File: src/frpm_pkg.sv
// Package for the frame rate pacer and monitor: widths, register indexes,
// the beat struct between the state stage and the percentage pipeline,
// and the constants of the busy-percentage division. Depends on nothing.
`default_nettype none
package frpm_pkg;

  localparam int unsigned MS_PER_SECOND = 1000;
  localparam int unsigned PCT_SCALE     = 100;
  localparam int unsigned PCT_MAX       = 65535;

  localparam int unsigned PERIOD_W = 10;
  localparam int unsigned SLIP_W   = 8;
  localparam int unsigned TIME_W   = 32;
  localparam int unsigned COUNT_W  = 16;

  localparam int unsigned CFG_IDX_W  = 2;
  localparam int unsigned CFG_DATA_W = 10;

  localparam logic [CFG_IDX_W-1:0] REG_TARGET_PERIOD  = CFG_IDX_W'(0);
  localparam logic [CFG_IDX_W-1:0] REG_SLIP_THRESHOLD = CFG_IDX_W'(1);

  localparam logic ACT_FRAME   = 1'b0;
  localparam logic ACT_RESTART = 1'b1;

  localparam logic [PERIOD_W-1:0] PERIOD_RESET = PERIOD_W'(33);
  localparam logic [SLIP_W-1:0]   SLIP_RESET   = SLIP_W'(3);

  localparam int unsigned IN_DATA_W  = 40;
  localparam int unsigned OUT_DATA_W = 80;

  // Largest busy sum whose percentage stays below saturation.
  localparam longint SAT_SUM = (longint'(PCT_MAX) * MS_PER_SECOND) / PCT_SCALE;
  // Width of sum*100 for a sum at or below SAT_SUM.
  localparam int unsigned SCALED_W  = $clog2(longint'(PCT_MAX) * MS_PER_SECOND + 1);
  localparam int unsigned DIV_SHIFT = SCALED_W + $clog2(MS_PER_SECOND + 1);
  localparam int unsigned RECIP_W   = DIV_SHIFT + 1 - $clog2(MS_PER_SECOND);
  localparam int unsigned PROD_W    = SCALED_W + RECIP_W;
  localparam logic [RECIP_W-1:0] RECIP =
    RECIP_W'(((longint'(1) << DIV_SHIFT) + MS_PER_SECOND - 1) / MS_PER_SECOND);

  typedef struct packed {
    logic [TIME_W-1:0]   frame_delta;
    logic [PERIOD_W-1:0] wait_ms;
    logic [COUNT_W-1:0]  fps;
    logic [TIME_W-1:0]   busy_sum;
    logic                report_ready;
  } frpm_beat_t;

  typedef struct packed {
    logic [TIME_W-1:0]   frame_delta;
    logic [PERIOD_W-1:0] wait_ms;
    logic [COUNT_W-1:0]  fps;
    logic                report_ready;
    logic                sat;
    logic                zero;
  } frpm_pipe_t;

endpackage
`default_nettype wire

File: src/frpm_state.sv
// State stage of the frame rate pacer: configuration registers, frame and
// report targets, busy sum and frame counter, and the first result register.
// Depends on frpm_pkg.
`default_nettype none
module frpm_state (
  input  wire logic                              clk,
  input  wire logic                              rst_n,
  input  wire logic                              cfg_valid,
  input  wire logic [frpm_pkg::CFG_IDX_W-1:0]    cfg_index,
  input  wire logic [frpm_pkg::CFG_DATA_W-1:0]   cfg_data,
  input  wire logic                              in_valid,
  input  wire logic                              adv,
  input  wire logic                              action,
  input  wire logic [frpm_pkg::TIME_W-1:0]       now_ms,
  input  wire logic                              clear_dirty,
  output logic                                   s1_valid,
  output frpm_pkg::frpm_beat_t                   s1_beat
);

  logic [frpm_pkg::PERIOD_W-1:0] period_r;
  logic [frpm_pkg::SLIP_W-1:0]   slip_r;
  logic [frpm_pkg::TIME_W-1:0]   frame_target_r, frame_target_nxt;
  logic [frpm_pkg::TIME_W-1:0]   report_target_r, report_target_nxt;
  logic [frpm_pkg::TIME_W-1:0]   busy_sum_r, busy_sum_nxt;
  logic [frpm_pkg::TIME_W-1:0]   busy_raw_r, busy_raw_nxt;
  logic [frpm_pkg::COUNT_W-1:0]  frame_cnt_r, frame_cnt_nxt;
  logic [frpm_pkg::COUNT_W-1:0]  fps_r, fps_nxt;
  logic                          dirty_r, dirty_nxt;
  logic                          s1_valid_r, s1_valid_nxt;
  frpm_pkg::frpm_beat_t          beat_r, beat_nxt;

  logic [frpm_pkg::TIME_W-1:0]   delta, report_delta, sum_add;
  logic [frpm_pkg::COUNT_W-1:0]  cnt_inc;
  logic [frpm_pkg::PERIOD_W+frpm_pkg::SLIP_W-1:0] slip_lim;
  logic                          accept, report_due, dirty_now;
  logic [frpm_pkg::PERIOD_W-1:0] wait_val;

  always_ff @(posedge clk) begin
    if (!rst_n) begin
      period_r <= frpm_pkg::PERIOD_RESET;
      slip_r   <= frpm_pkg::SLIP_RESET;
    end else if (cfg_valid) begin
      unique case (cfg_index)
        frpm_pkg::REG_TARGET_PERIOD:  period_r <= cfg_data[frpm_pkg::PERIOD_W-1:0];
        frpm_pkg::REG_SLIP_THRESHOLD: slip_r   <= cfg_data[frpm_pkg::SLIP_W-1:0];
        default: ;
      endcase
    end
  end

  always_comb begin
    accept       = in_valid && adv;
    delta        = now_ms - frame_target_r;
    report_delta = now_ms - report_target_r;
    sum_add      = busy_sum_r + delta;
    cnt_inc      = (frame_cnt_r == {frpm_pkg::COUNT_W{1'b1}}) ? frame_cnt_r
                                                              : frame_cnt_r + 1'b1;
    slip_lim     = (frpm_pkg::PERIOD_W + frpm_pkg::SLIP_W)'(slip_r) *
                   (frpm_pkg::PERIOD_W + frpm_pkg::SLIP_W)'(period_r);
    report_due   = report_delta >= frpm_pkg::TIME_W'(frpm_pkg::MS_PER_SECOND);
    wait_val     = (delta < frpm_pkg::TIME_W'(period_r)) ?
                   period_r - delta[frpm_pkg::PERIOD_W-1:0] : '0;

    frame_target_nxt  = frame_target_r;
    report_target_nxt = report_target_r;
    busy_sum_nxt      = busy_sum_r;
    busy_raw_nxt      = busy_raw_r;
    frame_cnt_nxt     = frame_cnt_r;
    fps_nxt           = fps_r;
    dirty_nxt         = dirty_r;
    dirty_now         = dirty_r;
    beat_nxt          = beat_r;
    s1_valid_nxt      = adv ? in_valid : s1_valid_r;

    if (accept) begin
      if (action == frpm_pkg::ACT_RESTART) begin
        frame_target_nxt  = now_ms;
        report_target_nxt = now_ms;
        busy_sum_nxt      = '0;
        busy_raw_nxt      = '0;
        frame_cnt_nxt     = '0;
        fps_nxt           = '0;
        dirty_nxt         = 1'b0;
        beat_nxt          = '0;
      end else begin
        busy_sum_nxt  = sum_add;
        frame_cnt_nxt = cnt_inc;
        if (report_due) begin
          busy_raw_nxt      = sum_add;
          busy_sum_nxt      = '0;
          fps_nxt           = cnt_inc;
          frame_cnt_nxt     = '0;
          report_target_nxt = report_target_r + frpm_pkg::TIME_W'(frpm_pkg::MS_PER_SECOND);
          dirty_now         = 1'b1;
        end
        if (delta > frpm_pkg::TIME_W'(slip_lim)) begin
          frame_target_nxt = now_ms + frpm_pkg::TIME_W'(period_r);
        end else begin
          frame_target_nxt = frame_target_r + frpm_pkg::TIME_W'(period_r);
        end
        dirty_nxt             = dirty_now && !clear_dirty;
        beat_nxt.frame_delta  = delta;
        beat_nxt.wait_ms      = wait_val;
        beat_nxt.fps          = fps_nxt;
        beat_nxt.busy_sum     = busy_raw_nxt;
        beat_nxt.report_ready = dirty_now;
      end
    end
  end

  always_ff @(posedge clk) begin
    if (!rst_n) begin
      frame_target_r  <= '0;
      report_target_r <= '0;
      busy_sum_r      <= '0;
      busy_raw_r      <= '0;
      frame_cnt_r     <= '0;
      fps_r           <= '0;
      dirty_r         <= 1'b0;
      s1_valid_r      <= 1'b0;
    end else begin
      frame_target_r  <= frame_target_nxt;
      report_target_r <= report_target_nxt;
      busy_sum_r      <= busy_sum_nxt;
      busy_raw_r      <= busy_raw_nxt;
      frame_cnt_r     <= frame_cnt_nxt;
      fps_r           <= fps_nxt;
      dirty_r         <= dirty_nxt;
      s1_valid_r      <= s1_valid_nxt;
    end
  end

  always_ff @(posedge clk) begin
    beat_r <= beat_nxt;
  end

  assign s1_valid = s1_valid_r;
  assign s1_beat  = beat_r;

endmodule
`default_nettype wire

File: src/frpm_pct.sv
// Busy-percentage pipeline of the frame rate pacer: scales the latched busy
// sum, divides it by one second through a reciprocal product and drives the
// output register. Depends on frpm_pkg.
`default_nettype none
module frpm_pct (
  input  wire logic                                clk,
  input  wire logic                                rst_n,
  input  wire logic                                s1_valid,
  input  wire frpm_pkg::frpm_beat_t                s1_beat,
  output logic                                     s1_adv,
  output logic                                     out_tvalid,
  input  wire logic                                out_tready,
  output logic [frpm_pkg::OUT_DATA_W-1:0]          out_tdata
);

  logic                              s2_v_r, s3_v_r, out_v_r;
  logic                              s2_en, s3_en, out_en;
  frpm_pkg::frpm_pipe_t              s2_r, s2_nxt, s3_r;
  logic [frpm_pkg::SCALED_W-1:0]     scaled_r, scaled_nxt;
  logic [frpm_pkg::PROD_W-1:0]       prod_r, prod_nxt;
  logic [frpm_pkg::COUNT_W-1:0]      pct;
  logic [frpm_pkg::OUT_DATA_W-1:0]   tdata_r, tdata_nxt;

  always_comb begin
    out_en = !out_v_r || out_tready;
    s3_en  = !s3_v_r || out_en;
    s2_en  = !s2_v_r || s3_en;
    s1_adv = !s1_valid || s2_en;

    s2_nxt.frame_delta  = s1_beat.frame_delta;
    s2_nxt.wait_ms      = s1_beat.wait_ms;
    s2_nxt.fps          = s1_beat.fps;
    s2_nxt.report_ready = s1_beat.report_ready;
    s2_nxt.sat          = s1_beat.busy_sum > frpm_pkg::TIME_W'(frpm_pkg::SAT_SUM);
    s2_nxt.zero         = s1_beat.busy_sum == '0;
    scaled_nxt = frpm_pkg::SCALED_W'(s1_beat.busy_sum) *
                 frpm_pkg::SCALED_W'(frpm_pkg::PCT_SCALE) - 1'b1;

    prod_nxt = frpm_pkg::PROD_W'(scaled_r) * frpm_pkg::PROD_W'(frpm_pkg::RECIP);

    if (s3_r.sat) begin
      pct = {frpm_pkg::COUNT_W{1'b1}};
    end else if (s3_r.zero) begin
      pct = '0;
    end else begin
      pct = frpm_pkg::COUNT_W'(prod_r >> frpm_pkg::DIV_SHIFT) + 1'b1;
    end
    tdata_nxt = {5'b0, s3_r.report_ready, pct, s3_r.fps, s3_r.wait_ms, s3_r.frame_delta};
  end

  always_ff @(posedge clk) begin
    if (!rst_n) begin
      s2_v_r  <= 1'b0;
      s3_v_r  <= 1'b0;
      out_v_r <= 1'b0;
    end else begin
      if (s2_en) begin
        s2_v_r <= s1_valid;
      end
      if (s3_en) begin
        s3_v_r <= s2_v_r;
      end
      if (out_en) begin
        out_v_r <= s3_v_r;
      end
    end
  end

  always_ff @(posedge clk) begin
    if (s2_en) begin
      s2_r     <= s2_nxt;
      scaled_r <= scaled_nxt;
    end
    if (s3_en) begin
      s3_r   <= s2_r;
      prod_r <= prod_nxt;
    end
    if (out_en) begin
      tdata_r <= tdata_nxt;
    end
  end

  assign out_tvalid = out_v_r;
  assign out_tdata  = tdata_r;

endmodule
`default_nettype wire

File: src/frame_rate_pacer_monitor_core.sv
// Top level of the frame rate pacer and monitor: joins the state stage and
// the busy-percentage pipeline. Depends on frpm_pkg, frpm_state and frpm_pct.
//
// The block takes one beat per clock cycle unless back-pressure from the
// output stalls it; the frame and report targets, the busy sum and the
// counters are updated in the single cycle in which a beat is accepted, so a
// following beat sees them at once. A result reaches the output register
// through four registers: the state stage, the scaling stage, the reciprocal
// multiplier and the output register. Beats are never dropped; any free
// stage lets a new input beat in while the output waits. Configuration
// writes are always accepted and act at once.
`default_nettype none
module frame_rate_pacer_monitor_core (
  input  wire logic                              clk,
  input  wire logic                              rst_n,
  input  wire logic                              cfg_valid,
  output logic                                   cfg_ready,
  input  wire logic [frpm_pkg::CFG_IDX_W-1:0]    cfg_index,
  input  wire logic [frpm_pkg::CFG_DATA_W-1:0]   cfg_data,
  input  wire logic                              in_tvalid,
  output logic                                   in_tready,
  // now_ms [31:0], clear_dirty [32], zero fill [39:33]
  input  wire logic [frpm_pkg::IN_DATA_W-1:0]    in_tdata,
  // action [0]
  input  wire logic                              in_tuser,
  output logic                                   out_tvalid,
  input  wire logic                              out_tready,
  // frame_delta [31:0], wait_ms [41:32], frames_per_second [57:42],
  // busy_percent [73:58], report_ready [74], zero fill [79:75]
  output logic [frpm_pkg::OUT_DATA_W-1:0]        out_tdata
);

  logic                 s1_valid, s1_adv;
  frpm_pkg::frpm_beat_t s1_beat;

  assign cfg_ready = 1'b1;
  assign in_tready = s1_adv;

  frpm_state u_state (
    .clk         (clk),
    .rst_n       (rst_n),
    .cfg_valid   (cfg_valid),
    .cfg_index   (cfg_index),
    .cfg_data    (cfg_data),
    .in_valid    (in_tvalid),
    .adv         (s1_adv),
    .action      (in_tuser),
    .now_ms      (in_tdata[frpm_pkg::TIME_W-1:0]),
    .clear_dirty (in_tdata[frpm_pkg::TIME_W]),
    .s1_valid    (s1_valid),
    .s1_beat     (s1_beat)
  );

  frpm_pct u_pct (
    .clk        (clk),
    .rst_n      (rst_n),
    .s1_valid   (s1_valid),
    .s1_beat    (s1_beat),
    .s1_adv     (s1_adv),
    .out_tvalid (out_tvalid),
    .out_tready (out_tready),
    .out_tdata  (out_tdata)
  );

`ifndef NO_ASSERTIONS
  a_restart_result: assert property (@(posedge clk) disable iff (!rst_n)
    in_tvalid && in_tready && in_tuser == frpm_pkg::ACT_RESTART |=>
      s1_valid && s1_beat.frame_delta == '0 && !s1_beat.report_ready)
    else $error("restart beat did not give a cleared result");

  a_wait_bound: assert property (@(posedge clk) disable iff (!rst_n)
    s1_valid && s1_beat.wait_ms != '0 |->
      s1_beat.frame_delta[frpm_pkg::TIME_W-1:frpm_pkg::PERIOD_W] == '0)
    else $error("nonzero wait with a delta beyond any period");

  a_idle_ready: assert property (@(posedge clk) disable iff (!rst_n)
    !out_tvalid |-> in_tready)
    else $error("input stalled while the output register is empty");
`endif

endmodule
`default_nettype wire
File: config.mk
export PLATFORM = sky130hd
export DESIGN_NAME = frame_rate_pacer_monitor_core
export DESIGN_NICKNAME = d
export VERILOG_FILES = /design/src/frpm_pkg.sv /design/src/frpm_state.sv /design/src/frpm_pct.sv /design/src/frame_rate_pacer_monitor_core.sv
export SDC_FILE = /design/constraint.sdc
export NUM_CORES = 2
export LEC_CHECK = 0
export ABC_CLOCK_PERIOD_IN_PS = 11800
export BUFFER_PORTS_ARGS = -buffer_cell sky130_fd_sc_hd__buf_2
export CAP_MARGIN = 20
export CORE_AREA = 2 2 316 553
export DETAILED_ROUTE_END_ITERATION = 10
export DIE_AREA = 0 0 318 555
export REMOVE_ABC_BUFFERS = 1
export SLEW_MARGIN = 40
export SYNTH_ARGS = -nofsm -noshare
export SYNTH_HDL_FRONTEND = slang
export SYNTH_HIERARCHICAL = 1
export SYNTH_SLANG_ARGS = --single-unit
File: constraint.sdc
create_clock -name clk -period 11.8 [get_ports clk]
set_input_delay 2.36 -clock clk [delete_from_list [all_inputs] [get_ports clk]]
set_output_delay 2.36 -clock clk [all_outputs]
set_load 0.005 [all_outputs]
; After elaboration in Yosys (flattened, before gate mapping)
; Cells that the tools add are included.
[word_totals]
ff_bits = 549
input_bits = 58
elab_cells = 90
[op_classes]
add_sub_neg = 10
mul = 3
order_cmp = 4
eq_ne = 2
mux = 18
bitwise_logic = 1
reduce_logical = 18
[op_table]
columns = op, count
row1 = 2-to-1 mux 32 bit, 8
row2 = 2-to-1 mux 16 bit, 6
row3 = adder 32 x 10 -> 32 bit, 2
row4 = subtractor 32 bit, 2
row5 = "multiplier 26 x 27 -> 52 bit, second input constant", 1
row6 = "adder 16 x 1 -> 16 bit, second input constant", 2
row7 = "adder 32 x 10 -> 32 bit, second input constant", 1
row8 = adder 32 bit, 1
row9 = ">= comparator 32 x 10 -> 1 bit, second input constant", 1
row10 = greater-than comparator 32 x 18 -> 1 bit, 1
row11 = "greater-than comparator 32 x 20 -> 1 bit, second input constant", 1
row12 = logical NOT 32 bit, 1
row13 = < comparator 32 x 10 -> 1 bit, 1
row14 = "multiplier 26 x 5 -> 24 bit, second input constant", 1
row15 = "subtractor 26 x 1 -> 26 bit, second input constant", 1
row16 = multiplier 8 x 10 -> 18 bit, 1
row17 = "== test 16 bit, second input constant", 1
row18 = subtractor 10 bit, 1
row19 = AND reduction 2 bit, 3
row20 = logical NOT 1 bit, 5
row21 = logical OR 1 bit, 4
row22 = 2-to-1 mux 1 bit, 4
row23 = "== test 2 x 1 -> 1 bit, second input constant", 1
row24 = logical AND 1 bit, 2
row25 = other kinds (4), 4

; Depth between registers and ports, before layout
[logic_depth]
depth_word = 9
depth_mapped = 53
mapped_depth_nobuf = 48

; Cells and area by module
; Netlist, hierarchy kept.
[by_module_without_submodules]
columns = module, n_inst, cells_per_inst, area_each_um2, seq_area_each_um2
row1 = frpm_state, 1, 2625, 21927.3, 6336.1
row2 = frpm_pct, 1, 1781, 20842.5, 7176.9
row3 = frame_rate_pacer_monitor_core, 1, 2, 11.3, 0.0

; Least setup slack after synthesis
; Ideal clock, no wire load.
[synth_path]
path_type = flip-flop to flip-flop
startpoint = register u_state/slip_r[7] in the netlist's numbering
endpoint = register u_state/frame_target_r[30] in the netlist's numbering
arrival_time_ns = 9.158
t_required_ns = 11.676
slack_ns = 2.519
stages_incl_launch_ff = 52
path_buffers = 5
synth_period_minus_slack_ns = 9.281
cell_sequence = dfxtp_1 -> clkbuf_1 -> nand2_1 -> fa_1 -> fa_1 -> inv_1 -> fa_1 -> inv_1 -> fa_1 -> inv_1 -> ha_1 -> inv_1 -> o21bai_1 -> a21oi_1 -> o21bai_1 -> a21oi_1 -> o21bai_1 -> a21oi_1 -> (+16 left out) -> o21ai_0 -> ha_1 -> inv_1 -> fa_1 -> nor2b_1 -> o21ai_0 -> a21boi_0 -> o21ai_0 -> a21boi_0 -> o21ai_0 -> nand2b_1 -> a31o_2 -> clkbuf_1 -> nand4_1 -> nor3_1 -> xnor2_1 -> a21oi_1 -> o21ai_0
[synth_via]
elab_chain_len = 4
[synth_rtl]
columns = element, line_no
row1 = from (decl), frpm_state.sv:21  ; logic [frpm_pkg::SLIP_W-1:0] slip_r;
row2 = from (signal assigned), frpm_state.sv:41  ; slip_r <= frpm_pkg::SLIP_RESET;
row3 = from (signal assigned), frpm_state.sv:45  ; frpm_pkg::REG_SLIP_THRESHOLD: slip_r <= cfg_data[frpm_pkg::SLIP_W-1:0];
row4 = multiplier 8 x 10 -> 18 bit, frpm_state.sv:58  ; slip_lim = (frpm_pkg::PERIOD_W + frpm_pkg::SLIP_W)'(slip_r) *
row5 = greater-than comparator 32 x 18 -> 1 bit, frpm_state.sv:96  ; if (delta > frpm_pkg::TIME_W'(slip_lim)) begin
row6 = 2-to-1 mux 32 bit, frpm_state.sv:96
row7 = 2-to-1 mux 32 bit, frpm_state.sv:76  ; if (action == frpm_pkg::ACT_RESTART) begin
row8 = to (signal assigned), frpm_state.sv:122  ; frame_target_r <= frame_target_nxt;
row9 = to (decl), frpm_state.sv:22  ; logic [frpm_pkg::TIME_W-1:0] frame_target_r, frame_target_nxt;
; Every way passes these cells.
; A chain may end at the register's enable or synchronous reset.

; Final worst setup path
[layout_path]
startpoint = register u_state/period_r[1] in the netlist's numbering
endpoint = register u_state/frame_target_r[16] in the netlist's numbering
[layout_via]
elab_chain_len = 4
word_cells_on_any_way = 6
cone_classes = add/sub (2) / mul (1) / order compare (1) / mux (2)
[layout_rtl]
columns = element, line_no
row1 = from (decl), frpm_state.sv:20  ; logic [frpm_pkg::PERIOD_W-1:0] period_r;
row2 = from (signal assigned), frpm_state.sv:40  ; period_r <= frpm_pkg::PERIOD_RESET;
row3 = from (signal assigned), frpm_state.sv:44  ; frpm_pkg::REG_TARGET_PERIOD: period_r <= cfg_data[frpm_pkg::PERIOD_W-1:0];
row4 = multiplier 8 x 10 -> 18 bit, frpm_state.sv:58
row5 = greater-than comparator 32 x 18 -> 1 bit, frpm_state.sv:96
row6 = 2-to-1 mux 32 bit *, frpm_state.sv:96
row7 = 2-to-1 mux 32 bit *, frpm_state.sv:76
; Mark *: on every way between the ends. The rest lies on a longest branch, timed or not.

==> metrics.md <==
| Metric | Value |
|---|---|
| Worst min-delay path startpoint | `u_pct/s3_r[3]` |
| Antenna violations before repair | `7` |
| Gate Count Post-Synth | `roughly 4,400` |
| Number of synthesized register bits | `slightly above 500` |
| Area grow syn2layout | `11.3%` |
| Async SR Flop Fraction | `0%` |
| Ys flop type | `edfxtp_1` |
| CP max-delay cell | `dfxtp_1` |
| CP peak stage delay | `0.69 ns` |
| WP data arrival | `about 11 ns` |
| Vias in the first global route | `34,100` |
| Setup bufs post-CTS | `0` |
| Pre-antenna DRT Iters | `5` |
| H-tree depth | `2` |
| Final setup vio count | `0` |
| Crit Path Class | `reg -> reg` |
| Worst hold-check path type | `reg -> reg` |
| Die ar. | `176,000 sq um` |
| CTS sink count | `roughly 500` |
| Relative slew slack | `between 30% and 40%` |
| Warnings, synthesis | `6` |
| Fmax | `about 95 MHz` |
| Fin crit period | `between 10 and 15 ns` |
| Syn Std Cell Area | `roughly 43,000 sq um` |
| Largest cells by area after synthesis | `edfxtp_1 (23%), ha_1 (15%), fa_1 (13%), dfxtp_1 (8.6%), inv_1 (5.9%)` |
| Worst setup SP type | `flop` |
| Hpwl dp | `between 90 and 100 mm` |
| RR Startpoint | `u_state/period_r[1]` |
| Cts bufs inserted | `50` |
| Status | `complete, no violations` |
| CTS Root Cell | `clkbuf_16` |
| CTS resizes | `0` |
| Final setup skew | `~0.04 ns` |
| Routed len/inst | `17.8 microns` |
| Core ar. | `roughly 170,000 sq um` |
| Remaining DRCs | `0` |
| Die extent in x | `approximately 320 microns` |
| Setup TNS Final | `0 ns` |
| Die Span Y | `approximately 560 microns` |
| Routability cong. | `around 0.94` |
| Worst-Margin Slew | `~0.9 ns` |
| WL final | `around 120 mm` |
| DRT antenna net count | `0` |
| CP Capture Point | `u_state/frame_target_r[16]` |
| Total grt overflow | `0` |
| DR vias/cell | `~4.8` |
| I/O Buffers | `between 100 and 150` |
| Worst reg-to-reg path cell count | `47` |
| Final net count | `between 5,000 and 6,000` |
| Req. time, crit path | `~12 ns` |
| Yosys top cell area share | `23.0%` |
| Number of hold buffers added after cts | `0` |
| CTS tree | `yes` |
| Reg-to-reg slack, setup | `about 1.3 ns` |
| Seq/Total Area, Yosys | `roughly a third` |
| Critical path origin | `u_state/period_r[1]` |
| Period Utilization, post-route | `about 89%` |
| Clk Latency, worst-skew pair | `0.64 ns` |
| RSZ-0062 raised after global routing | `false` |
| Distinct cells, synth | `104` |
| Initial Util | `between 20% and 30%` |
| Share of cells above drive strength 1 | `7.15%` |
| Max_cap viols | `0` |
| Largest net degree at the start of global routing | `76` |
| Crit-path max FO | `12` |
| Max Slew Vio Count | `0` |
| Worst setup EP type | `flop` |
| Tot GR Track Use | `13.5%` |
| Reg clk slew, reported paths | `0.07 ns` |
| IO Pins | `roughly 140` |
| Vias | `32,400` |
| Worst R2R End | `u_state/frame_target_r[16]` |
| Most frequent CP cell | `a21oi_1` |
| Iteration-0 DRC Markers | `roughly 1,400` |
| Clock buffer depth | `3` |
| EDFF count, synth | `328` |
| Mapped Avg Cell Area | `9.71 sq um` |
| Num rows | `202` |
| Synth area leader | `edfxtp_1` |
| First-pass GRT wire length | `approximately 190 mm` |
| Final Hold Vio Count | `0` |
[metal layers]
| metal | GRT usage [%] | routed length [microns] | vias up | share of wire [%] |
|---|---|---|---|---|
| li1 | - | - | 15500 | - |
| met1 | 13.7 | 43800 | 15800 | 36 |
| met2 | 26.2 | 64500 | 801 | 54 |
| met3 | 1.48 | 4530 | 316 | 3.8 |
| met4 | 8.14 | 7340 | 8 | 6.1 |
| met5 | 0 | 50 | - | 0.042 |
[kinds of logic after synthesis]
kind of cell | share of synthesized area (%)
XOR/XNOR | 3.44
buffers and inverters | 7.45
adder cells (fa/ha/maj) | 28.0
multiplexers | 1.61
other | 0.0176
AND/OR/NAND/NOR | 13.4
flip-flops | 31.6
AO/OA/AOI/OAI | 14.5
[final cells by class]
cell class	instances	area, sq um
diodes	1	2.50
clock buffers	69	1400
clock inverters	24	199
fillers	18000	125000
inverters	674	2540
multi-input cells	3076	26200
flip-flops and latches	511	13500
well taps	2244	2810
repair buffers	166	971
[cell usage after synthesis (all sizes together) (53+ instances only)]
cell	n
nand2	265
nor3	79
xor2	58
clkbuf	98
ha	512
nand4	62
buf	53
a21o	88
nand3	126
xnor2	110
fa	278
edfxtp	328
dfxtp	183
nor2	265
and2	106
o21ai	126
inv	673
a21oi	258
mux2i	64
[sequential cells by signal, indices dropped and copies added, names as in the netlist, 8 cells and up]
| name | cells |
|---|---|
| u_pct/out_tdata | 75 |
| u_pct/prod_r | 16 |
| u_pct/s2_r | 61 |
| u_pct/s3_r | 61 |
| u_pct/scaled_r | 24 |
| u_state/busy_raw_r | 32 |
| u_state/busy_sum_r | 32 |
| u_state/fps_r | 16 |
| u_state/frame_cnt_r | 16 |
| u_state/frame_target_r | 32 |
| u_state/period_r | 10 |
| u_state/report_target_r | 32 |
| u_state/s1_beat | 91 |
| u_state/slip_r | 8 |
[cell usage in the layout, fill, tap and decap left out, drive strengths merged, types with 166 or more instances in the layout]
cell / n
a21oi: 258
buf: 166
dfxtp: 183
edfxtp: 328
fa: 278
ha: 512
inv: 679
nand2: 265
nor2: 265
[critical path: cells and delay by family (launching register included)]
family	cells	cell delay [ns]
compound gates	22	3.31
xor+xnor	1	0.16
fa+ha+maj	8	3.28
buf+inv	6	0.51
flops	1	0.69
simple gates	10	2.43
[through the flow]
stage	util, %	hold WS [ns]	setup WS, ns	area (sq um)	instances
after floorplan	-	0.400	1.51	42100	4261
after global placement	26.7	0.401	1.27	45900	6669
after detailed placement	26.7	0.405	1.27	46000	6670
after CTS	27.6	0.416	1.32	47600	6763
after global routing	27.7	0.422	0.369	47600	6765
final	27.7	0.413	1.32	47600	6765
[how the worst min path moves through the flow]
stage / end / cells after the start
after global routing: u_pct/out_tdata[33] / 0
after detailed placement: u_pct/out_tdata[22] / 0
after global placement: u_pct/s3_r[19] / 0
after CTS: u_pct/s2_r[53] / 0
after floorplan: u_pct/out_tdata[0] / 0
final: u_pct/out_tdata[42] / 0
Power is not shown: default switching activity piles up to over one toggle a cycle in this logic, so the estimate is an artifact.
